===== config.mk =====
export PLATFORM = sky130hd
export DESIGN_NAME = lrta_prep
export DESIGN_NICKNAME = d
export VERILOG_FILES = /design/src/rtl/core/lrta_pkg.sv /design/src/rtl/core/lrta_prep.sv
export SDC_FILE = /design/constraint.sdc
export NUM_CORES = 1
export LEC_CHECK = 0
export BUFFER_PORTS_ARGS = -buffer_cell sky130_fd_sc_hd__buf_4
export CAP_MARGIN = 5
export CORE_AREA = 2 2 136 138
export CTS_BUF_LIST = sky130_fd_sc_hd__clkbuf_16
export CTS_CLUSTER_SIZE = 40
export DETAILED_ROUTE_END_ITERATION = 7
export DIE_AREA = 0 0 138 140
export PLACE_DENSITY = 0.73
export SLEW_MARGIN = 20
export SYNTH_ARGS = -nofsm -noshare
export SYNTH_HDL_FRONTEND = slang
export SYNTH_SLANG_ARGS = --single-unit

===== constraint.sdc =====
create_clock -name i_clk -period 4.8 [get_ports i_clk]
set_input_delay 0.48 -clock i_clk [delete_from_list [all_inputs] [get_ports i_clk]]
set_output_delay 0.48 -clock i_clk [all_outputs]
set_load 0.02 [all_outputs]

===== src/rtl/core/lrta_pkg.sv =====
`timescale 1ns / 1ps
// ----------------------------------------------------------------------------
// lrta_pkg
// Shared widths, constants, register indexes and pipeline payload types for
// the lapse-rate temperature adjust unit.
// ----------------------------------------------------------------------------
package lrta_pkg;

    // field widths
    localparam int TEMP_W     = 17;   // temperature, 1/256 K
    localparam int HGT_W      = 20;   // height, 1/16 m
    localparam int RATE_W     = 22;   // lapse rate, 2^-24 K/m
    localparam int OFF_W      = 15;   // height offset, 1/16 m
    localparam int DZ_W       = HGT_W + 1;
    localparam int DT_W       = TEMP_W + 1;
    localparam int DH_W       = HGT_W + 2;
    localparam int DEN_W      = HGT_W;     // |dz| magnitude
    localparam int QUO_W      = RATE_W - 1; // quotient magnitude bits
    localparam int PROD_W     = RATE_W + DH_W;
    localparam int SUM_W      = PROD_W + 1;
    localparam int FRAC_SH    = 20;
    localparam int RES_W      = SUM_W - FRAC_SH;

    // configuration port
    localparam int CFG_IDX_W  = 3;
    localparam int CFG_DATA_W = RATE_W;

    // constants
    localparam logic [QUO_W-1:0]  RATE_SAT     = QUO_W'(1677722);   // 0.1 K/m
    localparam logic [TEMP_W-1:0] TEMP_MAX     = TEMP_W'(102400);   // 400 K
    localparam logic signed [DZ_W-1:0] MIN_SPACING = DZ_W'(16);     // 1 m
    localparam logic [RATE_W-1:0] RATE_DEFAULT = RATE_W'(109052);

    // register indexes
    typedef enum logic [CFG_IDX_W-1:0] {
        CFG_LOCAL_MODE    = 3'd0,
        CFG_CONST_RATE    = 3'd1,
        CFG_FALLBACK_RATE = 3'd2,
        CFG_BOUNDS_EN     = 3'd3,
        CFG_MIN_BOUND     = 3'd4,
        CFG_MAX_BOUND     = 3'd5,
        CFG_HEIGHT_OFFSET = 3'd6
    } t_cfg_idx;

    // configuration register set
    typedef struct packed {
        logic                     local_mode;
        logic signed [RATE_W-1:0] const_rate;
        logic signed [RATE_W-1:0] fallback_rate;
        logic                     bounds_en;
        logic signed [RATE_W-1:0] min_bound;
        logic signed [RATE_W-1:0] max_bound;
        logic signed [OFF_W-1:0]  height_offset;
    } t_cfg;

    // divider state carried from cell to cell
    typedef struct packed {
        logic [DEN_W-1:0] rem;   // partial remainder
        logic [DEN_W-1:0] den;   // |dz|
        logic [QUO_W-1:0] quo;   // quotient bits so far
        logic             nbit;  // next numerator bit to shift in
    } t_div;

    // per-beat payload riding alongside the divider
    typedef struct packed {
        logic [TEMP_W-1:0]      obs;
        logic signed [DH_W-1:0] dh;     // station minus adjusted model height
        logic                   ok;     // all required values present
        logic                   narrow; // level spacing under 1 m
        logic                   ovf;    // quotient beyond the rate range
        logic                   neg;    // quotient sign
    } t_side;

endpackage


===== src/rtl/core/lrta_prep.sv =====
`timescale 1ns / 1ps
// ----------------------------------------------------------------------------
// lrta_prep
// Entry stage: forms height and temperature differences, validity, and the
// seed of the long division for the local lapse rate.
// ----------------------------------------------------------------------------
module lrta_prep (
    input  logic                               i_clk,
    input  logic                               i_rst_n,
    input  logic                               i_adv,
    input  lrta_pkg::t_cfg                     i_cfg,
    input  logic                               i_valid,
    input  logic [lrta_pkg::TEMP_W-1:0]        i_obs_temperature,
    input  logic                               i_obs_valid,
    input  logic signed [lrta_pkg::HGT_W-1:0]  i_station_height,
    input  logic                               i_station_valid,
    input  logic signed [lrta_pkg::HGT_W-1:0]  i_model_height,
    input  logic                               i_model_valid,
    input  logic [lrta_pkg::TEMP_W-1:0]        i_lower_level_temp,
    input  logic [lrta_pkg::TEMP_W-1:0]        i_upper_level_temp,
    input  logic signed [lrta_pkg::HGT_W-1:0]  i_lower_level_height,
    input  logic signed [lrta_pkg::HGT_W-1:0]  i_upper_level_height,
    input  logic                               i_profile_valid,
    output logic                               o_valid,
    output lrta_pkg::t_div                     o_div,
    output lrta_pkg::t_side                    o_side
);
    import lrta_pkg::*;

    logic signed [DZ_W-1:0]   w_dz;
    logic signed [DT_W-1:0]   w_dt;
    logic signed [DZ_W-1:0]   w_mdl_adj;
    logic [DZ_W-1:0]          w_dz_abs;
    logic [DT_W-1:0]          w_dt_abs;
    logic [TEMP_W-1:0]        w_num;
    logic [DEN_W-1:0]         w_den;
    t_div                     n_div;
    t_side                    n_side;
    logic                     r_valid;
    t_div                     r_div;
    t_side                    r_side;

    // differences and magnitudes
    always_comb begin
        w_dz      = DZ_W'(i_upper_level_height) - DZ_W'(i_lower_level_height);
        w_dt      = $signed({1'b0, i_lower_level_temp}) - $signed({1'b0, i_upper_level_temp});
        w_mdl_adj = DZ_W'(i_model_height) + DZ_W'(i_cfg.height_offset);
        w_dz_abs  = w_dz[DZ_W-1] ? DZ_W'(-w_dz) : w_dz;
        w_dt_abs  = w_dt[DT_W-1] ? DT_W'(-w_dt) : w_dt;
        w_num     = w_dt_abs[TEMP_W-1:0];
        w_den     = w_dz_abs[DEN_W-1:0];
    end

    // division seed: remainder starts at |dT|/2, first shifted bit is |dT| lsb
    always_comb begin
        n_div.rem  = DEN_W'(w_num >> 1);
        n_div.den  = w_den;
        n_div.quo  = '0;
        n_div.nbit = w_num[0];

        n_side.obs    = i_obs_temperature;
        n_side.dh     = DH_W'(i_station_height) - DH_W'(w_mdl_adj);
        n_side.ok     = i_obs_valid && i_station_valid && i_model_valid
                        && (!i_cfg.local_mode || i_profile_valid);
        n_side.narrow = (w_dz > -MIN_SPACING) && (w_dz < MIN_SPACING);
        // quotient >= 2^QUO_W when |dT| * 2^20 >= |dz| * 2^21
        n_side.ovf    = {(DEN_W + 1 - TEMP_W)'(0), w_num} >= {w_den, 1'b0};
        n_side.neg    = w_dt[DT_W-1] ^ w_dz[DZ_W-1];
    end

    // stage register
    always_ff @(posedge i_clk) begin
        if (!i_rst_n) begin
            r_valid <= 1'b0;
        end else if (i_adv) begin
            r_valid <= i_valid;
        end
    end

    always_ff @(posedge i_clk) begin
        if (i_adv) begin
            r_div  <= n_div;
            r_side <= n_side;
        end
    end

    assign o_valid = r_valid;
    assign o_div   = r_div;
    assign o_side  = r_side;

endmodule


**Word level (Yosys, flattened, before mapping)**

Cells that the tools add are included.

- Flip-flop bits (word level): 81
- Output and inout bits: 106

- Add/subtract/negate cells: 6
- $lt $le $gt $ge: 3
- Mux-type cells: 2
- Bitwise operators: 1
- Reductions and logical operators: 6

Operators by type and width:

| operator | number |
|---|---|
| 20-bit by 21-bit subtractor with 22-bit output | 1 |
| 20-bit by 15-bit adder with 21-bit output | 1 |
| 17-bit by 21-bit greater-or-equal comparator with 1-bit output | 1 |
| 21-bit by 5-bit greater-than comparator with 1-bit output (second input constant) | 1 |
| 21-bit by 6-bit < comparator with 1-bit output (second input constant) | 1 |
| 20-bit by 20-bit subtractor with 21-bit output | 1 |
| 20-bit 2-to-1 mux | 1 |
| 20-bit negator | 1 |
| 17-bit by 17-bit subtractor with 18-bit output | 1 |
| 17-bit 2-to-1 mux | 1 |
| 17-bit negator | 1 |
| 1-bit logical AND | 4 |
| 1-bit logical NOT | 1 |
| 1-bit logical OR | 1 |
| 1-bit XOR | 1 |

**Logic depth before layout (Yosys ltp)**

- Depth in word-level cells: 4
- Gate-level depth with buffers: 25

**Worst setup path before layout**

OpenSTA, ideal clock, no wires.

- Path kind: input to register
- Start point: input i_upper_level_height[0] in the netlist's numbering
- End point: register r_side, in the netlist o_side[1], data pin
- Arrival time: 4.057 ns
- Data required time: 4.536 ns
- Setup slack: 0.479 ns
- Stages: 21
- Path buffers: 1
- Path through: inv_1 -> ha_1 -> fa_1 -> nand2b_1 -> a21o_1 -> a21oi_1 -> o211ai_1 -> a21oi_1 -> o21a_1 -> buf_1 -> a21oi_1 -> xnor2_1 -> ha_1 -> a21o_1 -> a21o_1 -> a211o_1 -> o221ai_1 -> a21oi_1 -> nor2_1 -> nor2_1 -> nor4b_2

RTL lines:

| what | line | text |
|---|---|---|
| start, declared | lrta_prep.sv:22 | `input logic signed [lrta_pkg::HGT_W-1:0] i_upper_level_height,` |
| end signal, assigned | lrta_prep.sv:83 | `r_side <= n_side;` |
| end, declared | lrta_prep.sv:41 | `t_side r_side;` |

==> summary.txt <==
DR vias = 6482
Total GRT Usage = 0.185
Leak = 4.81 nW
htree depth = 3
Worst-path clk slew = 0.07 ns
RSZ-0062 raised after global routing = no
detailed placement HPWL = 15300 um
CORE AREA = 17800 sq um
largest net degree at the start of global routing = 82
CTS tree = built
routed length per instance = 14.1 um
status = finished, final reports clean
die area = 19300 sq um
Critical Path RT = 4.87 ns
first-pass GRT wire length = 29600 um
total congestion overflow = 0
Yosys warnings = 0
crit path DAT = 4.50 ns
DRC viols = 0
register area share after synthesis = 0.319
Routed Antenna Nets = 0
site row count = 49
clock sinks = 81
Yosys cell types = 69
die height = 140 um
vias per cell = 5.00
Initial Util = 0.427
Final TNS setup = 0 ns
WL final = 18200 um
Peak VDD IR = 0.273 mV
Mapped Area = 7590 sq um
final worst path period share = 0.923
Area Overhead vs Synth = 30.7%
gpl congestion = 0.834
Synth Instances = 811
Placed Cells = 1280
PortBufs = 235
#FFs+latches synth = 81
P_sw = 1.28 mW
Max Cap Viol = 0
Final Hold Viols = 0
initial antenna violation count = 0
Die Wd = 138 um
Clk pwr share = 0.196
Comb power frac = 0.503
antenna cells = 0
Power Density = 345 nW/um^2
Primary FF master, synth = edfxtp_1
share of cells above drive strength 1 = 0.270
Iter 0 DRT Violations = 354
hold crit path type = input port to flop
Avg Synthesized Cell Area = 9.35 sq um
Worst-Margin Slew = 1.04 ns
CTS buffer count = 9
Clock Path Buffers = 2
clock skew = 0 ns
sequential power share = 0.302
crit-path max FO = 6
CP Launch Type = input port
cts hold-fix bufs = 0
Setup violations, final = 0
fin cells = 1296
CP cell instances = buf_4, ha_1, fa_1, nand2b_1, a21o_1, a21oi_1, o211ai_1, a21oi_1, o21a_1, buf_4, a31oi_1, xnor2_1, ha_1, a21o_1, a21o_1, a21oi_1, a21oi_1, o221ai_1, a21oi_1, nor2_1, nor2_1, nor4b_2
CTS Root Cell = clkbuf_16
vias in the first global route = 6075
switching part of the total = 0.374
num ports = 350
relative slew slack = 0.303
biggest cell delay along the critical path = 0.40 ns
Max Clk Rate = 226 MHz
crit path time final = 4.43 ns
Post-CTS Setup Bufs = 0
Post-synth EDFFs = 80
slowest CP cell = fa_1
ys async rst share = 0
P_int = 2.14 mW
Crit Path Class = input port to flop
Crit path top cell by count = a21oi_1
Final Slew Violations = 0
Crit. End Element = flop
post_cts resized = 0
DRT Pass-1 Iters = 5
Nets = 1406
Clock Latency Late Sink = 0.33 ns
power groups by stage:
stage / sequential, mW / combinational [mW] / clock [mW]
after global placement: 1.04 / 1.69 / 0
after global routing: 1.05 / 1.90 / 0.708
final: 1.03 / 1.72 / 0.669
after floorplan: 1.23 / 0.933 / 0
after detailed placement: 1.05 / 1.72 / 0
after CTS: 1.03 / 1.73 / 0.683
sequential cells by signal, summed over array words and instances, names as in the netlist:
name	cells
o_div	37
o_side	43
o_valid	1
cell families after synthesis:
logic type      count (synthesis)  share of synthesized area
compound gates                186                      0.164
xor+xnor                       76                     0.0887
fa+ha+maj                     100                      0.187
buf+inv                       156                     0.0917
flops                          81                      0.319
mux                             5                    0.00660
other cells                     1                   0.000494
simple gates                  206                      0.143
synthesized netlist by cell type (4+ instances only):
| cell type | instances | area [sq um] |
|---|---|---|
| inv_1 | 115 | 432 |
| edfxtp_1 | 80 | 2400 |
| ha_1 | 78 | 976 |
| nor2_1 | 57 | 214 |
| a21oi_1 | 51 | 255 |
| xnor2_1 | 47 | 412 |
| nand2_1 | 29 | 109 |
| o21ai_0 | 28 | 140 |
| xor2_1 | 28 | 245 |
| buf_4 | 26 | 195 |
| a21o_1 | 25 | 188 |
| fa_1 | 22 | 440 |
| nor3_1 | 21 | 105 |
| o21a_1 | 17 | 128 |
| and3_1 | 13 | 81.3 |
| nand3_1 | 13 | 65.1 |
| nand2b_1 | 12 | 75.1 |
| nor2b_1 | 11 | 68.8 |
| a31oi_1 | 9 | 56.3 |
| clkbuf_1 | 9 | 33.8 |
| o211ai_1 | 8 | 60.1 |
| o31ai_1 | 8 | 60.1 |
| or3_1 | 7 | 43.8 |
| nand4_1 | 6 | 37.5 |
| nor4_1 | 6 | 37.5 |
| and2_1 | 5 | 31.3 |
| mux2i_1 | 5 | 50.1 |
| or2_2 | 5 | 31.3 |
| a211oi_1 | 4 | 30.0 |
| buf_2 | 4 | 20.0 |
layout make-up:
cell class / count / area, sq um
clock buffers: 9 / 225
clock inverters: 7 / 62.6
fillers: 1649 / 7860
inverters: 115 / 432
multi-input cells: 598 / 4560
flip-flops and latches: 81 / 2420
well taps: 229 / 287
repair buffers: 257 / 1930
cells in the final DEF (no fill, tap or decap), types with 5 or more instances in the layout:
cell / count
and2_1: 5
fa_1: 22
inv_1: 116
nor2b_1: 11
nand3_1: 13
or2_2: 5
conb_1: 25
xnor2_1: 47
mux2i_1: 5
nand2_1: 29
ha_1: 78
buf_4: 257
and3_1: 13
nor3_1: 21
xor2_1: 28
nor2_1: 57
nand4_1: 6
nand2b_1: 12
a21oi_1: 51
o21ai_0: 28
or3_1: 7
o211ai_1: 8
a21o_1: 25
a31oi_1: 9
o31ai_1: 8
nor4_1: 6
o21a_1: 17
edfxtp_1: 80
clkbuf_16: 9
critical path, delay by kind of cell:
| family | cells | cell delay [ns] |
|---|---|---|
| xor gates and xnor gates | 1 | 0.21 |
| buffers and inverters | 2 | 0.29 |
| AOI/OAI and AO/OA | 12 | 2.18 |
| adders and majority gates | 3 | 0.85 |
| and+or+nand+nor | 4 | 0.51 |
path summary, 6_finish.rpt:
kind,to,depth (start not counted),slack (ns),from
setup / recovery,o_side[1]$_DFFE_PP_,22,0.37,i_lower_level_height[0]
hold / removal,o_side[36]$_DFFE_PP_,1,0.32,i_obs_temperature[10]
setup reg to reg,o_valid$_SDFFE_PN0P_,2,4.18,o_valid$_SDFFE_PN0P_
hold reg to reg,o_valid$_SDFFE_PN0P_,2,0.54,o_valid$_SDFFE_PN0P_
per-layer routing:
layer	part of all wire	vias up	track usage
met5	0	-	0
met4	0.016	0	0.0397
met3	0.060	21	0.0359
met2	0.48	223	0.317
met1	0.44	2927	0.244
li1	-	3311	-
per-stage QoR:
step           worst slack [ns]   util  hold slack, ns  power [mW]  cell area (sq um)
5_1_grt                  0.0329  0.558           0.303        3.65               9920
6_report                  0.369  0.558           0.320        3.42               9920
4_1_cts                   0.391  0.558           0.307        3.44               9920
2_1_floorplan             0.479      -           0.579        2.16               7680
3_5_place_dp             0.0698  0.542           0.532        2.76               9630
3_3_place_gp              0.137  0.542           0.501        2.73               9630
No activity file was read; power rests on OpenSTA's default activity.
