## config.mk

```make
export PLATFORM = sky130hd
export DESIGN_NAME = lrta_tail
export DESIGN_NICKNAME = d
export VERILOG_FILES = /design/src/rtl/core/lrta_pkg.sv /design/src/rtl/core/lrta_tail.sv
export SDC_FILE = /design/constraint.sdc
export NUM_CORES = 2
export LEC_CHECK = 0
export BUFFER_PORTS_ARGS = -buffer_cell sky130_fd_sc_hd__buf_2
export CORE_UTILIZATION = 34
export CTS_BUF_LIST = sky130_fd_sc_hd__clkbuf_2
export DETAILED_ROUTE_END_ITERATION = 8
export PLACE_DENSITY = 0.61
export RECOVER_POWER = 100
export SETUP_SLACK_MARGIN = 0.2
export SYNTH_ARGS = -nofsm -noshare
export SYNTH_HDL_FRONTEND = slang
export SYNTH_SLANG_ARGS = --single-unit
export TNS_END_PERCENT = 50
```

## constraint.sdc

```tcl
create_clock -name i_clk -period 9.8 [get_ports i_clk]
set_clock_uncertainty 0.15 [all_clocks]
set_input_delay 1.47 -clock i_clk [delete_from_list [all_inputs] [get_ports i_clk]]
set_output_delay 1.47 -clock i_clk [all_outputs]
set_load 0.05 [all_outputs]
```

## src/rtl/core/lrta_pkg.sv

```systemverilog
`timescale 1ns / 1ps
// ----------------------------------------------------------------------------
// lrta_pkg
// Shared widths, constants, register indexes and pipeline payload types for
// the lapse-rate temperature adjust unit.
// ----------------------------------------------------------------------------
package lrta_pkg;

    // field widths
    localparam int TEMP_W     = 17;   // temperature, 1/256 K
    localparam int HGT_W      = 20;   // height, 1/16 m
    localparam int RATE_W     = 22;   // lapse rate, 2^-24 K/m
    localparam int OFF_W      = 15;   // height offset, 1/16 m
    localparam int DZ_W       = HGT_W + 1;
    localparam int DT_W       = TEMP_W + 1;
    localparam int DH_W       = HGT_W + 2;
    localparam int DEN_W      = HGT_W;     // |dz| magnitude
    localparam int QUO_W      = RATE_W - 1; // quotient magnitude bits
    localparam int PROD_W     = RATE_W + DH_W;
    localparam int SUM_W      = PROD_W + 1;
    localparam int FRAC_SH    = 20;
    localparam int RES_W      = SUM_W - FRAC_SH;

    // configuration port
    localparam int CFG_IDX_W  = 3;
    localparam int CFG_DATA_W = RATE_W;

    // constants
    localparam logic [QUO_W-1:0]  RATE_SAT     = QUO_W'(1677722);   // 0.1 K/m
    localparam logic [TEMP_W-1:0] TEMP_MAX     = TEMP_W'(102400);   // 400 K
    localparam logic signed [DZ_W-1:0] MIN_SPACING = DZ_W'(16);     // 1 m
    localparam logic [RATE_W-1:0] RATE_DEFAULT = RATE_W'(109052);

    // register indexes
    typedef enum logic [CFG_IDX_W-1:0] {
        CFG_LOCAL_MODE    = 3'd0,
        CFG_CONST_RATE    = 3'd1,
        CFG_FALLBACK_RATE = 3'd2,
        CFG_BOUNDS_EN     = 3'd3,
        CFG_MIN_BOUND     = 3'd4,
        CFG_MAX_BOUND     = 3'd5,
        CFG_HEIGHT_OFFSET = 3'd6
    } t_cfg_idx;

    // configuration register set
    typedef struct packed {
        logic                     local_mode;
        logic signed [RATE_W-1:0] const_rate;
        logic signed [RATE_W-1:0] fallback_rate;
        logic                     bounds_en;
        logic signed [RATE_W-1:0] min_bound;
        logic signed [RATE_W-1:0] max_bound;
        logic signed [OFF_W-1:0]  height_offset;
    } t_cfg;

    // divider state carried from cell to cell
    typedef struct packed {
        logic [DEN_W-1:0] rem;   // partial remainder
        logic [DEN_W-1:0] den;   // |dz|
        logic [QUO_W-1:0] quo;   // quotient bits so far
        logic             nbit;  // next numerator bit to shift in
    } t_div;

    // per-beat payload riding alongside the divider
    typedef struct packed {
        logic [TEMP_W-1:0]      obs;
        logic signed [DH_W-1:0] dh;     // station minus adjusted model height
        logic                   ok;     // all required values present
        logic                   narrow; // level spacing under 1 m
        logic                   ovf;    // quotient beyond the rate range
        logic                   neg;    // quotient sign
    } t_side;

endpackage

```

## src/rtl/core/lrta_tail.sv

```systemverilog
`timescale 1ns / 1ps
// ----------------------------------------------------------------------------
// lrta_tail
// Rate selection and clamping, height correction product, rounding sum and
// saturation into the output register.
// ----------------------------------------------------------------------------
module lrta_tail (
    input  logic                         i_clk,
    input  logic                         i_rst_n,
    input  logic                         i_adv,
    input  lrta_pkg::t_cfg               i_cfg,
    input  logic                         i_valid,
    input  lrta_pkg::t_div               i_div,
    input  lrta_pkg::t_side              i_side,
    output logic                         o_valid,
    output logic [lrta_pkg::TEMP_W-1:0]  o_adjusted_temperature,
    output logic                         o_result_valid
);
    import lrta_pkg::*;

    logic [QUO_W-1:0]          w_mag;
    logic signed [RATE_W-1:0]  w_qrate;
    logic signed [RATE_W-1:0]  w_lrate;
    logic signed [RATE_W-1:0]  w_hi_cl;
    logic signed [RATE_W-1:0]  n_rate;
    logic signed [SUM_W-1:0]   n_sum;
    logic [RES_W-1:0]          w_res;
    logic [TEMP_W-1:0]         n_temp;

    logic                      r_v_rate, r_v_prod, r_v_sum, r_v_out;
    logic signed [RATE_W-1:0]  r_rate;
    logic signed [DH_W-1:0]    r_dh_r;
    logic [TEMP_W-1:0]         r_obs_r, r_obs_p;
    logic                      r_ok_r, r_ok_p, r_ok_s, r_ok_o;
    logic signed [PROD_W-1:0]  r_prod;
    logic signed [SUM_W-1:0]   r_sum;
    logic [TEMP_W-1:0]         r_temp;

    // lapse rate: constant rate, or quotient saturation, fallback, bounds
    always_comb begin
        w_mag   = (i_side.ovf || (i_div.quo > RATE_SAT)) ? RATE_SAT : i_div.quo;
        w_qrate = i_side.neg ? -$signed({1'b0, w_mag}) : $signed({1'b0, w_mag});
        w_lrate = i_side.narrow ? i_cfg.fallback_rate : w_qrate;
        w_hi_cl = (w_lrate > i_cfg.max_bound) ? i_cfg.max_bound : w_lrate;
        if (!i_cfg.local_mode) begin
            n_rate = i_cfg.const_rate;
        end else if (i_cfg.bounds_en) begin
            n_rate = (w_hi_cl < i_cfg.min_bound) ? i_cfg.min_bound : w_hi_cl;
        end else begin
            n_rate = w_lrate;
        end
    end

    // rounding sum: obs * 2^20 + rate * dh + half lsb
    always_comb begin
        n_sum = $signed({(SUM_W - TEMP_W - FRAC_SH)'(0), r_obs_p, FRAC_SH'(0)})
                + SUM_W'(r_prod)
                + $signed(SUM_W'(1) <<< (FRAC_SH - 1));
    end

    // saturate to 0..400 K, zero when invalid
    always_comb begin
        w_res = r_sum[SUM_W-1:FRAC_SH];
        if (!r_ok_s || r_sum[SUM_W-1]) begin
            n_temp = '0;
        end else if (w_res > RES_W'(TEMP_MAX)) begin
            n_temp = TEMP_MAX;
        end else begin
            n_temp = w_res[TEMP_W-1:0];
        end
    end

    // stage valids
    always_ff @(posedge i_clk) begin
        if (!i_rst_n) begin
            r_v_rate <= 1'b0;
            r_v_prod <= 1'b0;
            r_v_sum  <= 1'b0;
            r_v_out  <= 1'b0;
        end else if (i_adv) begin
            r_v_rate <= i_valid;
            r_v_prod <= r_v_rate;
            r_v_sum  <= r_v_prod;
            r_v_out  <= r_v_sum;
        end
    end

    // stage payloads
    always_ff @(posedge i_clk) begin
        if (i_adv) begin
            r_rate  <= n_rate;
            r_dh_r  <= i_side.dh;
            r_obs_r <= i_side.obs;
            r_ok_r  <= i_side.ok;

            r_prod  <= r_rate * r_dh_r;
            r_obs_p <= r_obs_r;
            r_ok_p  <= r_ok_r;

            r_sum   <= n_sum;
            r_ok_s  <= r_ok_p;

            r_temp  <= n_temp;
            r_ok_o  <= r_ok_s;
        end
    end

    assign o_valid                = r_v_out;
    assign o_adjusted_temperature = r_temp;
    assign o_result_valid         = r_ok_o;

endmodule

```

Word-level counts from Yosys, hierarchy flattened

Index checks and enable logic that the tools add are counted.

$add $sub $neg: 3
Order comparisons: 4
$mul: 1
Muxes and demuxes: 8
Reduce and logical (&&, ||, !) cells: 4

Operators by type and width:

| cell                     | number |
|---|---|
| $mux W22                 | 6 |
| $add A38 B44 Y45         | 1 |
| $add A45 B21 Y45 const B | 1 |
| $mul A22 B22 Y44         | 1 |
| $gt A25 B17 Y1 const B   | 1 |
| $gt A22 B22 Y1           | 1 |
| $lt A22 B22 Y1           | 1 |
| $neg A21 Y22             | 1 |
| $gt A21 B21 Y1 const B   | 1 |
| $mux W21                 | 1 |
| $mux W17                 | 1 |
| $logic_or A1 B1 Y1       | 2 |
| $reduce_or A2 Y1         | 1 |
| $logic_not A1 Y1         | 1 |

Output and inout port bits: 19
Logic and storage cells: 36
Bits in registers: 192

Depth between registers and ports, before layout

Word-level depth: 12
Gate-level depth with buffers: 37
Mapped depth without buffers: 29

Worst setup path after synthesis

Ideal clock, no wire load.

Path type: input-to-reg
Start point: input port i_div[5] in the netlist's numbering
End point: register r_rate[18], data pin
Path buffers: 5
Setup slack: 0.667 ns
Setup time: 0.261 ns
Stages on the path: 34
Arrival: 8.722 ns
Cell sequence: clkbuf_1 -> o211ai_1 -> a21oi_1 -> o31a_1 -> buf_6 -> nand2_1 -> buf_2 -> nand2_1 -> ha_1 -> nor4b_2 -> nand3b_1 -> or4_1 -> a2bb2oi_1 -> o21ai_0 -> a41oi_1 -> ha_1 -> nand4_1 -> nor4_1 -> o31ai_1 -> and3_2 -> a21oi_1 -> clkbuf_1 -> buf_1 -> nand2_1 -> o21ai_0 -> ha_1 -> and3_1 -> a221o_1 -> a21o_1 -> a22o_1 -> a211o_1 -> o32ai_2 -> nor3_1 -> o32a_1

Longest elaborated chain between the ends: 12

RTL lines:

| what                 | RTL line        | RTL |
|---|---|---|
| from (decl)          | lrta_tail.sv:13 | `input lrta_pkg::t_div i_div,` |
| $gt A21 B21 Y1       | lrta_tail.sv:41 | `w_mag = (i_side.ovf \|\| (i_div.quo > RATE_SAT)) ? RATE_SAT : i_div.quo;` |
| $logic_or A1 B1 Y1   | lrta_tail.sv:41 |  |
| $mux W21 (*)         | lrta_tail.sv:41 |  |
| $neg A21 Y22         | lrta_tail.sv:42 | `w_qrate = i_side.neg ? -$signed({1'b0, w_mag}) : $signed({1'b0, w_mag});` |
| $mux W22 (*)         | lrta_tail.sv:42 |  |
| $mux W22 (*)         | lrta_tail.sv:43 | `w_lrate = i_side.narrow ? i_cfg.fallback_rate : w_qrate;` |
| $gt A22 B22 Y1       | lrta_tail.sv:44 | `w_hi_cl = (w_lrate > i_cfg.max_bound) ? i_cfg.max_bound : w_lrate;` |
| $mux W22             | lrta_tail.sv:44 |  |
| $lt A22 B22 Y1       | lrta_tail.sv:48 | `n_rate = (w_hi_cl < i_cfg.min_bound) ? i_cfg.min_bound : w_hi_cl;` |
| $mux W22             | lrta_tail.sv:48 |  |
| $mux W22 (*)         | lrta_tail.sv:47 | `end else if (i_cfg.bounds_en) begin` |
| $mux W22 (*)         | lrta_tail.sv:45 | `if (!i_cfg.local_mode) begin` |
| via n_rate[18]       | lrta_tail.sv:25 | `logic signed [RATE_W-1:0] n_rate;` |
| to (signal assigned) | lrta_tail.sv:91 | `r_rate <= n_rate;` |
| to (decl)            | lrta_tail.sv:31 | `logic signed [RATE_W-1:0] r_rate;` |

The timed path passes the listed nets; every way through them passes the cells marked *.
A chain may end at the register's enable or synchronous reset.

Worst setup path after layout

Start point: input port i_div[19] in the netlist's numbering
End point: register r_rate[21], data pin

The elaborated chain is that of the path after synthesis.

==> impl_metrics.sql <==
INSERT INTO impl_metrics (metric_group, metric, value, unit) VALUES
('route', 'antenna_nets_post_route', '0', ''),
('yosys', 'synth_area_per_cell', '9.77', 'µm²'),
('clocking', 'number_of_gates_resized_after_cts', '0', ''),
('layout', 'multi_input_area', '19000', 'µm²'),
('min_path', 'hp-class', 'reg2reg', ''),
('yosys', 'yosys_warnings', '0', ''),
('status', 'outcome', 'finished with violations', ''),
('yosys', 'synth_sequential_area_ratio', '0.175', ''),
('yosys', 'share_of_yosys_cell_area_claimed_by_the_top_area_cell_type', '0.384', ''),
('timing', 'final-max-slew-violation-count', '156', ''),
('worst_setup_path', 'timing.critical_path.required', '10.50', 'ns'),
('layout', 'n_fill_cell', '7695', ''),
('yosys', 'synth_most_common_cell', 'sky130_fd_sc_hd__inv_1', ''),
('clocking', 'postCtsSetupRepairBufs', '0', ''),
('global_route', 'grt_start_max_net_pins', '99', ''),
('clocking', 'cts.root.buffer_cell', 'sky130_fd_sc_hd__clkbuf_2', ''),
('global_route', 'grt_pass1_wl', '112000', 'µm'),
('global_route', 'groute.usage.overall', '0.185', ''),
('floorplan', 'chipHeight', '279', 'µm'),
('route', 'wl_per_cell', '18.0', 'µm'),
('floorplan', 'std_cell_rows', '101', ''),
('clocking', 'numClockSinks', '153', ''),
('worst_setup_path', 'timing.reg2reg.worst_path_depth', '22', ''),
('timing', 'rsz_0062_raised_after_global_routing', 'false', ''),
('global_route', 'initial_antenna_violation_count', '10', ''),
('worst_setup_path', 'crit_top_cell', 'sky130_fd_sc_hd__ha_1', ''),
('yosys', 'synth_cell_types', '83', ''),
('floorplan', 'die_area', '77900', 'µm²'),
('worst_setup_path', 'start_kind', 'primary input', ''),
('placement', 'cell_count_after_placement', '3805', ''),
('floorplan', 'core_region_area', '75900', 'µm²'),
('worst_setup_path', 'worst-r2r-setup-slack', '0.90', 'ns'),
('timing', 'clock.fmax', '0.111', 'GHz'),
('clocking', 'cts_tree', 'yes', ''),
('floorplan', 'initial_utilization', '0.344', ''),
('min_path', 'min_delay_worst_endpoint', 'r_obs_p[8]', ''),
('route', 'total_via_count_after_detailed_routing', '19000', ''),
('worst_setup_path', 'worst_ep_arrival_time', '9.68', 'ns'),
('job', 'timing.max_cap.violations', '2', ''),
('timing', 'timing_hold_violations_final', '0', ''),
('layout', 'layout.cells.non_filler', '3841', ''),
('yosys', 'synth_edf_count', '149', ''),
('layout', 'proportion_of_layout_cells_with_a_drive_suffix_above_1', '0.0955', ''),
('worst_setup_path', 'slowest_stage', 'sky130_fd_sc_hd__or4_1', ''),
('timing', 'final_period_minus_worst_setup_slack', '8.98', 'ns'),
('layout', 'layout.nets', '3701', ''),
('worst_setup_path', 'slowest_delay', '0.53', 'ns'),
('timing', 'max-slew-margin-rel', '-2.53', ''),
('status', 'violations', 'max-capacitance violations, max-slew violations', ''),
('timing', 'final_min_period_over_clock_period', '0.917', ''),
('global_route', 'grt_overflow', '0', ''),
('placement', 'gp_congestion', '0.898', ''),
('yosys', 'netlist_instances', '2671', ''),
('worst_setup_path', 'crit-reg2reg-capture', 'r_prod[42]', ''),
('timing', 'final_setup_viols', '0', ''),
('floorplan', 'die_w', '279', 'µm'),
('worst_setup_path', 'setup.worst_path.end_class', 'register', ''),
('timing', 'tightest_slew', '5.29', 'ns'),
('yosys', 'synth.cell_area', '26100', 'µm²'),
('yosys', 'synth_async_sr_flop_share', '0', ''),
('placement', 'dp_hpwl', '56700', 'µm'),
('yosys', 'yosys-top-cells-count', 'sky130_fd_sc_hd__inv_1, sky130_fd_sc_hd__fa_1, sky130_fd_sc_hd__nand2_1, sky130_fd_sc_hd__ha_1, sky130_fd_sc_hd__and2_1', ''),
('clocking', 'tritoncts.num_buffers', '17', ''),
('yosys', 'ff_latch_count_synth', '153', ''),
('clocking', 'clock_path_buffers', '2', ''),
('layout', 'sequential_standard_cell_area', '4550', 'µm²'),
('placement', 'numPortBuffers', '176', ''),
('layout', 'syn2layout_area_growth', '8.70', '%'),
('clocking', 'ctsHtreeMaxLevel', '4', ''),
('yosys', 'synth.area.top_cells', 'sky130_fd_sc_hd__fa_1, sky130_fd_sc_hd__edfxtp_1, sky130_fd_sc_hd__ha_1', ''),
('clocking', 'cts_hold_repair.buffers', '0', '');
[per-stage QoR]
step | util | instance area, µm² | worst slack, ns | hold slack, ns
finish | 0.373 | 28400 | 0.818 | 0.240
global route | 0.373 | 28400 | 0.267 | 0.236
CTS | 0.374 | 28400 | 0.905 | 0.246
detailed placement | 0.370 | 28100 | 0.0611 | 0.255
global placement | 0.370 | 28100 | 0.133 | 0.252
floorplan | - | 26100 | 0.667 | 0.250
[critical path, delay by kind of cell]
kind,cells,cell delay [ns]
compound gates,13,3.24
simple gates,12,3.14
buf+inv,4,0.93
fa+ha+maj,3,0.86
[layout by cell type, fill, tap and decap left out, drive strengths merged, types with 12 or more instances in the layout]
master,netlist,routed
fa,501,501
inv,516,524
edfxtp,149,149
o21a,13,13
a31oi,15,15
mux2i,13,13
o211ai,15,15
nor4,12,12
o31ai,16,16
a211oi,20,20
nand3,24,24
nor2,84,84
xor2,16,16
nand2b,31,31
nand2,399,399
nor3,26,26
xnor2,41,41
clkbuf,108,42
ha,192,192
buf,13,203
a21oi,71,71
nand4,21,21
and2,164,164
o21ai,50,50
a21o,20,20
[cell type report]
| class | count | share of cell area |
|---|---|---|
| inverter | 516 | 0.0683 |
| timing repair buffer | 228 | 0.0439 |
| antenna | 4 | 0.000353 |
| sequential | 153 | 0.161 |
| clock inverter | 15 | 0.00697 |
| tap | 1030 | 0.0454 |
| clock buffer | 17 | 0.00300 |
| multi-input combinational | 1878 | 0.672 |
[state kept, by name (all words and copies together) (netlist names), 17 cells and up]
signal,cells
r_prod,25
r_sum,25
r_dh_r,22
r_rate,22
o_adjusted_temperature,17
r_obs_p,17
r_obs_r,17
[routing by layer]
metal | share of wire | vias to the layer above | global-route usage
li1 | - | 8680 | -
met1 | 0.44 | 9699 | 0.243
met2 | 0.50 | 473 | 0.319
met3 | 0.047 | 91 | 0.0247
met4 | 0.018 | 14 | 0.0479
met5 | 0.0013 | - | 0
[how the worst max path moves through the flow]
stage	startpoint	endpoint
3_5_place_dp	i_div[19]	r_rate[5]
6_report	i_div[19]	r_rate[21]
5_1_grt	i_div[19]	r_rate[7]
2_1_floorplan	i_div[5]	r_rate[18]
3_3_place_gp	i_div[19]	r_rate[5]
4_1_cts	r_dh_r[4]	r_prod[42]
[kinds of logic after synthesis]
kind of cell	Yosys count	synth area share
and+or+nand+nor	811	0.147
adders and majority gates	693	0.476
buffers and inverters	640	0.0950
AOI/OAI and AO/OA	299	0.0803
DFF	153	0.175
xor gates and xnor gates	57	0.0191
muxes	18	0.00714
Power is not shown: default switching activity piles up to over one toggle a cycle in this logic, so the estimate is an artifact.
