$ cat src/rtl/core/lrta_pkg.sv
`timescale 1ns / 1ps
// ----------------------------------------------------------------------------
// lrta_pkg
// Shared widths, constants, register indexes and pipeline payload types for
// the lapse-rate temperature adjust unit.
// ----------------------------------------------------------------------------
package lrta_pkg;

    // field widths
    localparam int TEMP_W     = 17;   // temperature, 1/256 K
    localparam int HGT_W      = 20;   // height, 1/16 m
    localparam int RATE_W     = 22;   // lapse rate, 2^-24 K/m
    localparam int OFF_W      = 15;   // height offset, 1/16 m
    localparam int DZ_W       = HGT_W + 1;
    localparam int DT_W       = TEMP_W + 1;
    localparam int DH_W       = HGT_W + 2;
    localparam int DEN_W      = HGT_W;     // |dz| magnitude
    localparam int QUO_W      = RATE_W - 1; // quotient magnitude bits
    localparam int PROD_W     = RATE_W + DH_W;
    localparam int SUM_W      = PROD_W + 1;
    localparam int FRAC_SH    = 20;
    localparam int RES_W      = SUM_W - FRAC_SH;

    // configuration port
    localparam int CFG_IDX_W  = 3;
    localparam int CFG_DATA_W = RATE_W;

    // constants
    localparam logic [QUO_W-1:0]  RATE_SAT     = QUO_W'(1677722);   // 0.1 K/m
    localparam logic [TEMP_W-1:0] TEMP_MAX     = TEMP_W'(102400);   // 400 K
    localparam logic signed [DZ_W-1:0] MIN_SPACING = DZ_W'(16);     // 1 m
    localparam logic [RATE_W-1:0] RATE_DEFAULT = RATE_W'(109052);

    // register indexes
    typedef enum logic [CFG_IDX_W-1:0] {
        CFG_LOCAL_MODE    = 3'd0,
        CFG_CONST_RATE    = 3'd1,
        CFG_FALLBACK_RATE = 3'd2,
        CFG_BOUNDS_EN     = 3'd3,
        CFG_MIN_BOUND     = 3'd4,
        CFG_MAX_BOUND     = 3'd5,
        CFG_HEIGHT_OFFSET = 3'd6
    } t_cfg_idx;

    // configuration register set
    typedef struct packed {
        logic                     local_mode;
        logic signed [RATE_W-1:0] const_rate;
        logic signed [RATE_W-1:0] fallback_rate;
        logic                     bounds_en;
        logic signed [RATE_W-1:0] min_bound;
        logic signed [RATE_W-1:0] max_bound;
        logic signed [OFF_W-1:0]  height_offset;
    } t_cfg;

    // divider state carried from cell to cell
    typedef struct packed {
        logic [DEN_W-1:0] rem;   // partial remainder
        logic [DEN_W-1:0] den;   // |dz|
        logic [QUO_W-1:0] quo;   // quotient bits so far
        logic             nbit;  // next numerator bit to shift in
    } t_div;

    // per-beat payload riding alongside the divider
    typedef struct packed {
        logic [TEMP_W-1:0]      obs;
        logic signed [DH_W-1:0] dh;     // station minus adjusted model height
        logic                   ok;     // all required values present
        logic                   narrow; // level spacing under 1 m
        logic                   ovf;    // quotient beyond the rate range
        logic                   neg;    // quotient sign
    } t_side;

endpackage

$ cat src/rtl/core/lrta_div_cell.sv
`timescale 1ns / 1ps
// ----------------------------------------------------------------------------
// lrta_div_cell
// One restoring-division cell: resolves one quotient bit per beat and hands
// the remainder and the riding payload to the next cell.
// ----------------------------------------------------------------------------
module lrta_div_cell (
    input  logic            i_clk,
    input  logic            i_rst_n,
    input  logic            i_adv,
    input  logic            i_valid,
    input  lrta_pkg::t_div  i_div,
    input  lrta_pkg::t_side i_side,
    output logic            o_valid,
    output lrta_pkg::t_div  o_div,
    output lrta_pkg::t_side o_side
);
    import lrta_pkg::*;

    logic [DEN_W:0]   w_shift;
    logic [DEN_W+1:0] w_diff;
    logic             w_qbit;
    t_div             n_div;
    logic             r_valid;
    t_div             r_div;
    t_side            r_side;

    // shift in one numerator bit, trial subtract
    always_comb begin
        w_shift    = {i_div.rem, i_div.nbit};
        w_diff     = {1'b0, w_shift} - {2'b00, i_div.den};
        w_qbit     = !w_diff[DEN_W+1];
        n_div.rem  = w_qbit ? w_diff[DEN_W-1:0] : w_shift[DEN_W-1:0];
        n_div.den  = i_div.den;
        n_div.quo  = {i_div.quo[QUO_W-2:0], w_qbit};
        n_div.nbit = 1'b0;   // low numerator bits are all zero
    end

    always_ff @(posedge i_clk) begin
        if (!i_rst_n) begin
            r_valid <= 1'b0;
        end else if (i_adv) begin
            r_valid <= i_valid;
        end
    end

    always_ff @(posedge i_clk) begin
        if (i_adv) begin
            r_div  <= n_div;
            r_side <= i_side;
        end
    end

    assign o_valid = r_valid;
    assign o_div   = r_div;
    assign o_side  = r_side;

endmodule

$ cat config.mk
export PLATFORM = sky130hd
export DESIGN_NAME = lrta_div_cell
export DESIGN_NICKNAME = d
export VERILOG_FILES = /design/src/rtl/core/lrta_pkg.sv /design/src/rtl/core/lrta_div_cell.sv
export SDC_FILE = /design/constraint.sdc
export NUM_CORES = 1
export LEC_CHECK = 0
export BUFFER_PORTS_ARGS = -buffer_cell sky130_fd_sc_hd__clkbuf_2
export CAP_MARGIN = 40
export CORE_UTILIZATION = 43
export CTS_BUF_LIST = sky130_fd_sc_hd__clkbuf_16
export CTS_CLUSTER_SIZE = 30
export DETAILED_ROUTE_END_ITERATION = 16
export GPL_TIMING_DRIVEN = 0
export HOLD_SLACK_MARGIN = 0.05
export PLACE_DENSITY = 0.77
export SYNTH_ARGS = -nofsm -noshare
export SYNTH_HDL_FRONTEND = slang
export SYNTH_SLANG_ARGS = --single-unit
$ cat constraint.sdc
create_clock -name i_clk -period 2.56 [get_ports i_clk]
set_input_delay 0.256 -clock i_clk [delete_from_list [all_inputs] [get_ports i_clk]]
set_output_delay 0.256 -clock i_clk [all_outputs]
set_load 0.01 [all_outputs]
**Word-level counts from Yosys, hierarchy flattened**

Index checks and enable logic that the tools add are counted.

- Output and inout bits: 106
- Register bits: 105
- Word-level logic and storage cells: 13

- Multiplexer cells: 1
- Add/sub/neg operators: 1
- Reductions and logical operators: 1

Operator list:

| kind | count |
|---|---|
| $sub 21x20->22 | 1 |
| $mux 20 | 1 |
| $logic_not 1->1 | 1 |

**Longest topological paths before layout**

Gate-level depths: netlist (run 1).

- Depth in word-level cells: 2
- Depth in mapped cells: 11
- Depth with buffers taken out: 9

**Worst setup path after synthesis (run 1)**

Ideal clock, no wire load.

- Path type: input -> register
- Start point: in i_div[31] in the netlist's numbering
- End point: reg r_div (netlist bit o_div[49]), data pin
- Stages: 10
- Path slack: 0.104 ns
- Arrival: 2.196 ns
- Path through: inv_1 ha_1 and4_1 nand2_1 a2111oi_4 o31ai_2 o21a_4 inv_6 buf_12 mux2_4

RTL lines:

| element | line | source |
|---|---|---|
| start: declaration | lrta_div_cell.sv:12 | `input lrta_pkg::t_div i_div,` |
| end signal: assignment | lrta_div_cell.sv:49 | `r_div <= n_div;` |
| end: declaration | lrta_div_cell.sv:25 | `t_div r_div;` |

==> qor.yml, run 1 <==
critical_path_class: "primary input to register"
htree_levels: 3
period_minus_slack_ps: 2383
tns_ps: 0
hpwl_um: 9193
cts_tree: "built"
cts_inserted_buffers: 9
rsz0062_at_grt: "no"
critPathTopFamily: "compound AO/OA/AOI/OAI gates"
clock_path_buffers: 2
wl_per_cell_um: 16.98
diodes: 0
synthDistinctLibCells: 58
vias: 3503
grt-ovfl-total: 0
synth_edf_count: 104
critPathSlowestCell: "ha_1"
netlist_area_um2: 4765
hold_class: "primary input to register"
antenna_found_initial: 0
clock.fmax_mhz: 419.6
routed_wirelength_um: 11670
clock_skew_ps: 0
drive_gt1_frac: 0.4607
grt_pass1_wl_um: 17170
dpl_cell_area_um2: 6031
setup_ws_ps: 176.7
status: "finished clean"
slowest_delay_ps: 400
finalCritPeriodShare: 0.9310
clk_latency_ps: 330
async_flop_share: 0
grt_usage: 0.1985
start_util: 0.4395
critPathArrivalTime_ps: 2470
yosys_warnings: 0
place_congestion: 0.7876
synth_nets: 450
drt_first_iter_violations: 195
p_leak_nw: 2.810
powerDensity_nw_per_um2: 684.8
pre_cts_ws_ps: -274.8
final_area_um2: 6352
die-height_um: 107.3
die_area_um2: 11510
worstPathCellList: "clkbuf_2, inv_1, ha_1, a21oi_1, o211a_1, o31ai_2, o31ai_4, o21a_4, inv_6, buf_12, mux2_4"
ir_drop_uv: 316.4
power_mw: 4.350
cts_root_buf: "clkbuf_16"
finalNonFillerCells: 687
synth_area_per_cell_um2: 14.89
report.final.hold_viol_count: 0
yosysSeqAreaShare: 0.6597
dp_cells: 673
die_w_um: 107.3
nNetsFinal: 672
slew_violations: 0
syn_to_final_growth_pct: 33.32
postSynthCellCount: 320
path_clk_slew_ps: 80
core_area_um2: 10840
relSlewSlack: 0.6050
drc_errors: 0
cts_sinks: 105
worstPathMaxFanout: 10
hold_buffers: 0
crit_path_start_kind: "primary input"
worstSetupEndpointType: "register"
worstPathRequired_ps: 2650
worst_pin_slew_ps: 585.1
vias_per_cell: 5.099
io-pin-count: 215
ant_nets: 0
holdWs_ps: 87.81
setup_viol: 0
drv_cap: 0
grt_pass1_vias: 3363
first_pass_iters: 4
io_buffers: 212
ys_ff_latch: 105
crit_buf_inv: 4
dominantRegCellSynth: "edfxtp_1"
grt_max_degree: 70
rows: 38
post-route-util: 0.5860
==> layer usage <==
layer	GRT usage	up-vias	routed length, um
li1	-	1668	-
met1	0.2333	1684	4637
met2	0.3498	135	5919
met3	0.05690	16	944
met4	0.06164	0	167
met5	0	-	0
==> kinds of logic after synthesis <==
logic type                 after synthesis  share of synthesized area
adders and majority gates               21                    0.05672
AOI/OAI and AO/OA                       71                     0.1114
buffers and inverters                   32                    0.03072
other                                    1                  0.0007871
and+or+nand+nor                         59                    0.06723
DFF                                    105                     0.6597
muxes                                   20                    0.05331
xor gates and xnor gates                11                    0.02022
==> state kept, by name (all words and copies together), names as in the netlist <==
name,cells
o_div,61
o_side,43
o_valid,1
==> placed cells by master, fill, tap and decap left out, types with 3 or more instances in the layout <==
| master | netlist | final |
|---|---|---|
| clkbuf_2 | 0 | 211 |
| edfxtp_1 | 104 | 104 |
| inv_1 | 23 | 23 |
| ha_1 | 20 | 19 |
| a21oi_1 | 18 | 18 |
| nor2_1 | 14 | 14 |
| nand2_1 | 13 | 13 |
| mux2_4 | 9 | 9 |
| xnor2_1 | 9 | 9 |
| clkbuf_16 | 0 | 9 |
| o21ai_0 | 8 | 8 |
| o21a_1 | 7 | 7 |
| mux2_1 | 6 | 6 |
| nor2b_1 | 5 | 5 |
| o211ai_1 | 5 | 5 |
| and4_1 | 4 | 4 |
| a21o_1 | 4 | 4 |
| a211oi_1 | 4 | 4 |
| and2_1 | 4 | 4 |
| nand3_1 | 4 | 4 |
| mux2i_1 | 4 | 4 |
| clkbuf_1 | 5 | 3 |
| nand4_1 | 3 | 3 |
==> final timing paths <==
check | from | endpoint | slack, ps | cells after the start
max | i_div[28] | o_div[54]$_DFFE_PP_ | 180 | 11
min | i_side[37] | o_side[37]$_DFFE_PP_ | 90 | 1
max reg2reg | o_valid$_SDFFE_PN0P_ | o_valid$_SDFFE_PN0P_ | 1950 | 2
min reg2reg | o_valid$_SDFFE_PN0P_ | o_valid$_SDFFE_PN0P_ | 540 | 2
==> Yosys cell counts, drive strengths merged (2+ instances only) <==
cell type,count,area share
and4,4,0.0074
a21o,4,0.0063
o31ai,5,0.013
mux2,16,0.045
edfxtp,104,0.66
o21ai,10,0.011
a21oi,19,0.021
o311ai,2,0.0037
o211ai,5,0.0079
nor3,2,0.0021
xnor2,9,0.017
ha,20,0.053
clkbuf,5,0.0039
and2,4,0.0053
nand2,13,0.010
mux2i,4,0.0084
nand4,3,0.0039
o21a,8,0.014
nand3b,2,0.0032
nand4b,2,0.0037
a211o,2,0.0037
o2bb2ai,2,0.0037
xor2,2,0.0037
nand3,4,0.0042
inv,24,0.020
nor2b,6,0.0095
buf,3,0.0068
o211a,2,0.0042
nor2,14,0.011
a211oi,4,0.0063
==> layout make-up <==
cell class                      count  area [um2]
Fill cell                         883        4488
Sequential cell                   105        3143
Multi-Input combinational cell    183        1494
Timing Repair Buffer              213        1091
Clock buffer                        9       225.2
Tap cell                          140       175.2
Inverter                           24       95.09
Clock inverter                      7       85.08
Buffer                              6       43.79
==> what timing repair did <==
item | in CTS | in global routing
setup endpoints to repair | 0 | 9
resized for setup | 0 | 3
setup buffers | 0 | 0
==> power by group <==
| part | total (mW) | internal (mW) | switching (mW) | leakage (nW) |
|---|---|---|---|---|
| clock network | 1.41 | 0.778 | 0.637 | 0.146 |
| registers | 2.12 | 2.08 | 0.0447 | 1.03 |
| logic | 0.813 | 0.367 | 0.446 | 1.64 |
No activity file was read; power rests on OpenSTA's default activity.
==> inputs of run 2 (changes only) <==
Settings changed: CELL_PAD_IN_SITES_DETAIL_PLACEMENT from default to 1, CELL_PAD_IN_SITES_GLOBAL_PLACEMENT from default to 2, CORE_UTILIZATION 43 to 27, PLACE_DENSITY 0.77 to default, PLACE_DENSITY_LB_ADDON from default to 0.1, REMOVE_ABC_BUFFERS from default to 1.
==> qor.yml, run 2 (synthesized netlist as in run 1, its figures left out) <==
status: "finished clean"  # unchanged
grt-ovfl-total: 0  # unchanged
slowest_delay_ps: 450  # was 400 ps
die_w_um: 134.8  # was 107.3 um
clock_skew_ps: 0  # unchanged
worstHoldPathCells: 1  # unchanged
relSlewSlack: 0.4026  # was 0.6050
die_area_um2: 18180  # was 11510 um2
nNetsFinal: 667  # was 672
largest_reg_flops: 61  # unchanged
worstPathCellList: "clkbuf_2, inv_1, ha_1, a21oi_1, o211a_1, o31ai_2, o31ai_2, o21a_4, inv_8, mux2_1"  # was clkbuf_2, inv_1, ha_1, a21oi_1, o211a_1, o31ai_2, o31ai_4, o21a_4, inv_6, buf_12, mux2_4
period_minus_slack_ps: 2342  # was 2383 ps
ir_drop_uv: 306.9  # was 316.4 uV
setup_viol: 0  # unchanged
htree_levels: 3  # unchanged
final_common_cell: "clkbuf_2"  # unchanged
clock_path_buffers: 2  # unchanged
cts_tree: "built"  # unchanged
critical_path_class: "primary input to register"  # unchanged
fillers: 1899  # was 883
ant_nets: 0  # unchanged
wl_per_cell_um: 16.89  # was 16.98 um
die-height_um: 134.8  # was 107.3 um
power_mw: 4.531  # was 4.350 mW
clk_latency_ps: 350  # was 330 ps
first_pass_iters: 4  # unchanged
diodes: 0  # unchanged
crit_top_cell: "o31ai_2"
worstSetupEndpointType: "register"  # unchanged
io-pin-count: 215  # unchanged
worst_pin_slew_ps: 896.2  # was 585.1 ps
slew_violations: 0  # unchanged
rr_worst_depth: 2  # unchanged
grt_usage: 0.1442  # was 0.1985
pre_cts_ws_ps: -428.8  # was -274.8 ps
critPathSlowestCell: "o31ai_2"  # was ha_1
pwr-share-clk: 0.354  # was 0.325
vias: 3441  # was 3503
core_area_um2: 17240  # was 10840 um2
cts_sinks: 105  # unchanged
place_congestion: 0.7291  # was 0.7876
crit_path_start_kind: "primary input"  # unchanged
grt_pass1_wl_um: 19690  # was 17170 um
drc_errors: 0  # unchanged
powerDensity_nw_per_um2: 703.0  # was 684.8 nW/um2
drv_cap: 0  # unchanged
setup_ws_ps: 217.9  # was 176.7 ps
drive_gt1_frac: 0.4576  # was 0.4607
routed_wirelength_um: 12950  # was 11670 um
hold_class: "primary input to register"  # unchanged
report.final.hold_viol_count: 0  # unchanged
netSwitchingFraction: 0.2658  # was 0.2591
io_buffers: 212  # unchanged
p_int_mw: 3.327  # was 3.223 mW
antenna_found_initial: 0  # unchanged
vias_per_cell: 4.486  # was 5.099
p_leak_nw: 2.805  # was 2.810 nW
worstPathRequired_ps: 2670  # was 2650 ps
cts_inserted_buffers: 9  # unchanged
p_switching_mw: 1.204  # was 1.127 mW
critPathArrivalTime_ps: 2450  # was 2470 ps
rsz0062_at_grt: "no"  # unchanged
start_util: 0.2764  # was 0.4395
tns_ps: 0  # unchanged
layout_common_cells: "211 x clkbuf_2, 104 x edfxtp_1, 23 x inv_1"  # unchanged
hpwl_um: 9924  # was 9193 um
path_clk_slew_ps: 90  # was 80 ps
drt_first_iter_violations: 115  # was 195
combPwrFrac: 0.178  # was 0.187
grt_max_degree: 106  # was 70
clock.fmax_mhz: 427.0  # was 419.6 MHz
grt_pass1_vias: 3569  # was 3363
finalCritPeriodShare: 0.9149  # was 0.9310
syn_to_final_growth_pct: 35.27  # was 33.32%
worstPathMaxFanout: 16  # was 10
cts_root_buf: "clkbuf_16"  # unchanged
rows: 48  # was 38
seqPwrFrac: 0.468  # was 0.488
run 2: stage by stage:
| stage | cell area (um2) | hold WS [ps] | cells | utilization |
|---|---|---|---|---|
| 6_report | 6445 | 69.57 | 767 | 0.3739 |
| 5_1_grt | 6445 | 51.61 | 767 | 0.3739 |
| 4_1_cts | 6422 | 50.46 | 765 | 0.3726 |
| 3_5_place_dp | 6065 | 435.1 | 749 | 0.3518 |
| 3_3_place_gp | 6056 | 433.6 | 749 | 0.3513 |
| 2_1_floorplan | 4713 | 354.9 | 312 | - |
run 2: final cells by class:
class / instances / area (um2) / share of cell area
inverters: 24 / 97.59 / 0.01514
clock buffers: 9 / 225.2 / 0.03494
flip-flops and latches: 105 / 3143 / 0.4877
multi-input cells: 183 / 1485 / 0.2304
well taps: 225 / 281.5 / 0.04368
repair buffers: 214 / 1090 / 0.1691
clock inverters: 7 / 122.6 / 0.01903
run 2: power by group through the flow:
stage / clock, mW / combinational (mW) / sequential, mW
6_report: 1.61 / 0.805 / 2.12
5_1_grt: 1.71 / 0.893 / 2.14
4_1_cts: 1.66 / 0.823 / 2.12
3_5_place_dp: 0 / 0.817 / 2.16
3_3_place_gp: 0 / 0.805 / 2.16
2_1_floorplan: 0 / 0.350 / 2.25
run 2: routing by layer:
metal / track usage / vias up / wire length [um]
met1: 0.1808 / 1635 / 5785
met4: 0.05805 / 0 / 197
met3: 0.03191 / 12 / 846
met5: 0 / - / 0
li1: - / 1659 / -
met2: 0.2405 / 135 / 6122
run 2: worst max-delay path: cells and delay by family:
family	cells	cell delay (ps)
compound gates	5	1250
fa+ha+maj	1	380
buf+inv	3	230
mux	1	320
run 2: repair_timing:
item / CTS / global route
endpoints found under the setup margin: 8 / 15
hold buffers: 0 / 2
pin swaps: 0 / 1
gates resized for setup: 2 / 1
endpoints found under the hold margin: 0 / 2
cloned: 0 / 0
setup buffers: 0 / 0
run 2: final timing paths:
path | start | to | slack [ps]
setup / recovery | i_div[30] | o_div[48]$_DFFE_PP_ | 220
hold / removal | i_side[29] | o_side[29]$_DFFE_PP_ | 70
setup reg to reg | o_valid$_SDFFE_PN0P_ | o_valid$_SDFFE_PN0P_ | 1960
hold reg to reg | o_valid$_SDFFE_PN0P_ | o_valid$_SDFFE_PN0P_ | 530
==> inputs of run 3 (changes only) <==
Settings changed: PLACE_DENSITY from default to 0.78, PLACE_DENSITY_LB_ADDON 0.1 to default.
==> qor.yml, run 3 (synthesized netlist as in run 1, its figures left out) <==
power_mw: 4.273  # was 4.531 mW
post-route-util: 0.3704  # was 0.3739
nNetsFinal: 666  # was 667
worstPathCellList: "clkbuf_2, inv_1, ha_1, a21oi_1, o211a_1, o31ai_2, o31ai_2, o21a_4, inv_8, mux2_1"  # unchanged
first_pass_iters: 4  # unchanged
worst_pin_slew_ps: 805.9  # was 896.2 ps
wl_per_cell_um: 17.05  # was 16.89 um
rr_worst_depth: 2  # unchanged
fillers: 1911  # was 1899
routed_wirelength_um: 13060  # was 12950 um
holdPathEnd: "o_div[19]$_DFFE_PP_"  # was o_side[29]$_DFFE_PP_
holdWs_ps: 79.48  # was 69.57 ps
final_common_cell: "clkbuf_2"  # unchanged
antenna_found_initial: 0  # unchanged
critPathSlowestCell: "o31ai_2"  # unchanged
vias: 3435  # was 3441
crit_top_cell: "o31ai_2"  # unchanged
multiInputGateArea_um2: 1485  # unchanged
status: "finished clean"  # unchanged
clock.fmax_mhz: 415.3  # was 427.0 MHz
drv_cap: 0  # unchanged
place_congestion: 0.7969  # was 0.7291
finalNonFillerCells: 766  # was 767
die_area_um2: 18180  # unchanged
hold_class: "primary input to register"  # unchanged
grt_usage: 0.1434  # was 0.1442
worstPathRequired_ps: 2660  # was 2670 ps
layout_common_cells: "211 x clkbuf_2, 104 x edfxtp_1, 24 x inv_1"  # was 211 x clkbuf_2, 104 x edfxtp_1, 23 x inv_1
critical_path_class: "primary input to register"  # unchanged
grt_max_degree: 55  # was 106
cts_tree: "built"  # unchanged
core_area_um2: 17240  # unchanged
start_util: 0.2764  # unchanged
r2r-end: "o_valid$_SDFFE_PN0P_"  # unchanged
critPathArrivalTime_ps: 2500  # was 2450 ps
grt_pass1_wl_um: 19620  # was 19690 um
cts_root_buf: "clkbuf_16"  # unchanged
cts_inserted_buffers: 9  # unchanged
crit_path_start_kind: "primary input"  # unchanged
die-height_um: 134.8  # unchanged
worstPathMaxFanout: 16  # unchanged
hp-start: "i_div[18]"  # was i_side[29]
rsz0062_at_grt: "no"  # unchanged
clk_latency_ps: 350  # about the same
slew_violations: 0  # unchanged
diodes: 0  # unchanged
largest_reg_flops: 61  # unchanged
hpwl_um: 10280  # was 9924 um
hold_buffers: 0  # unchanged
drt_first_iter_violations: 90  # was 115
relSlewSlack: 0.4627  # was 0.4026
worstHoldPathCells: 1  # unchanged
ant_nets: 0  # unchanged
syn_to_final_growth_pct: 34.01  # was 35.27%
slowest_delay_ps: 460  # was 450 ps
setup_viol: 0  # unchanged
finalCritPeriodShare: 0.9407  # was 0.9149
dp_cells: 750  # was 749
io_buffers: 212  # unchanged
drive_gt1_frac: 0.4584  # was 0.4576
p_leak_nw: 2.787  # was 2.805 nW
htree_levels: 3  # unchanged
worstSetupEndpointType: "register"  # unchanged
drc_errors: 0  # unchanged
regArea_um2: 3143  # unchanged
powerDensity_nw_per_um2: 669.3  # was 703.0 nW/um2
grt-ovfl-total: 0  # unchanged
timing.rr.start: "o_valid$_SDFFE_PN0P_"  # unchanged
period_minus_slack_ps: 2408  # was 2342 ps
ff2ff_setup_slack_ps: 1950  # was 1960 ps
crit_buf_inv: 3  # unchanged
ir_drop_uv: 293.5  # was 306.9 uV
path_clk_slew_ps: 80  # was 90 ps
grt_pass1_vias: 3597  # was 3569
rows: 48  # unchanged
cts_sinks: 105  # unchanged
vias_per_cell: 4.484  # was 4.486
io-pin-count: 215  # unchanged
clock_path_buffers: 2  # unchanged
report.final.hold_viol_count: 0  # unchanged
die_w_um: 134.8  # unchanged
clock_skew_ps: 0  # unchanged
critPathTopFamily: "compound AO/OA/AOI/OAI gates"  # unchanged
run 3: cell types whose count changed in the layout (fill, tap and decap cells not counted), moves of 2 or more:
cell / change
bufinv_16: -2
clkinv_4: +2
clkinv_8: -2
dlygate4sd3_1: -2
inv_6: +2
run 3: worst max path at each step:
stage	startpoint	to	slack [ps]	cells after the start
final	i_div[30]	o_div[44]$_DFFE_PP_	150	10
after global routing	i_div[30]	o_div[45]$_DFFE_PP_	40	10
after CTS	i_div[31]	o_div[44]$_DFFE_PP_	30	10
after detailed placement	i_div[32]	o_div[44]$_DFFE_PP_	-410	10
after global placement	i_div[32]	o_div[46]$_DFFE_PP_	-390	10
after floorplan	i_div[32]	o_div[44]$_DFFE_PP_	80	9
run 3: timing repair:
item / 4_1_cts / 5_1_grt
gates resized for setup: 2 / 1
setup endpoints to repair: 8 / 15
pin swaps: 0 / 1
setup buffers: 0 / 0
hold endpoints to repair: 0 / 0
run 3: area by class of cell:
class	instances	area share
Inverter	24	0.01529
Clock buffer	9	0.03527
Timing Repair Buffer	213	0.1709
Sequential cell	105	0.4923
Multi-Input combinational cell	183	0.2326
Clock inverter	7	0.009602
Tap cell	225	0.04409
run 3: per-layer routing:
layer / GRT usage / wire [um] / up-vias / part of all wire
met5: 0 / 0 / - / 0
met4: 0.04370 / 150 / 0 / 0.011
met3: 0.04092 / 969 / 10 / 0.074
met2: 0.2569 / 6557 / 135 / 0.50
met1: 0.1646 / 5386 / 1634 / 0.41
li1: - / - / 1656 / -
run 3: where the power goes:
group	switching [mW]	internal, mW	total (mW)	leakage (nW)
combinational	0.450	0.361	0.811	1.62
sequential	0.0439	2.08	2.12	1.03
clock	0.659	0.681	1.34	0.146
run 3: stage by stage:
stage	setup TNS, ps	instance area [um2]	worst slack (ps)
after floorplan	0	4713	80.72
after global placement	-10860	6056	-387.2
after detailed placement	-5944	6086	-414.5
after CTS	0	6382	31.79
after global routing	0	6385	44.53
final	0	6385	151.9
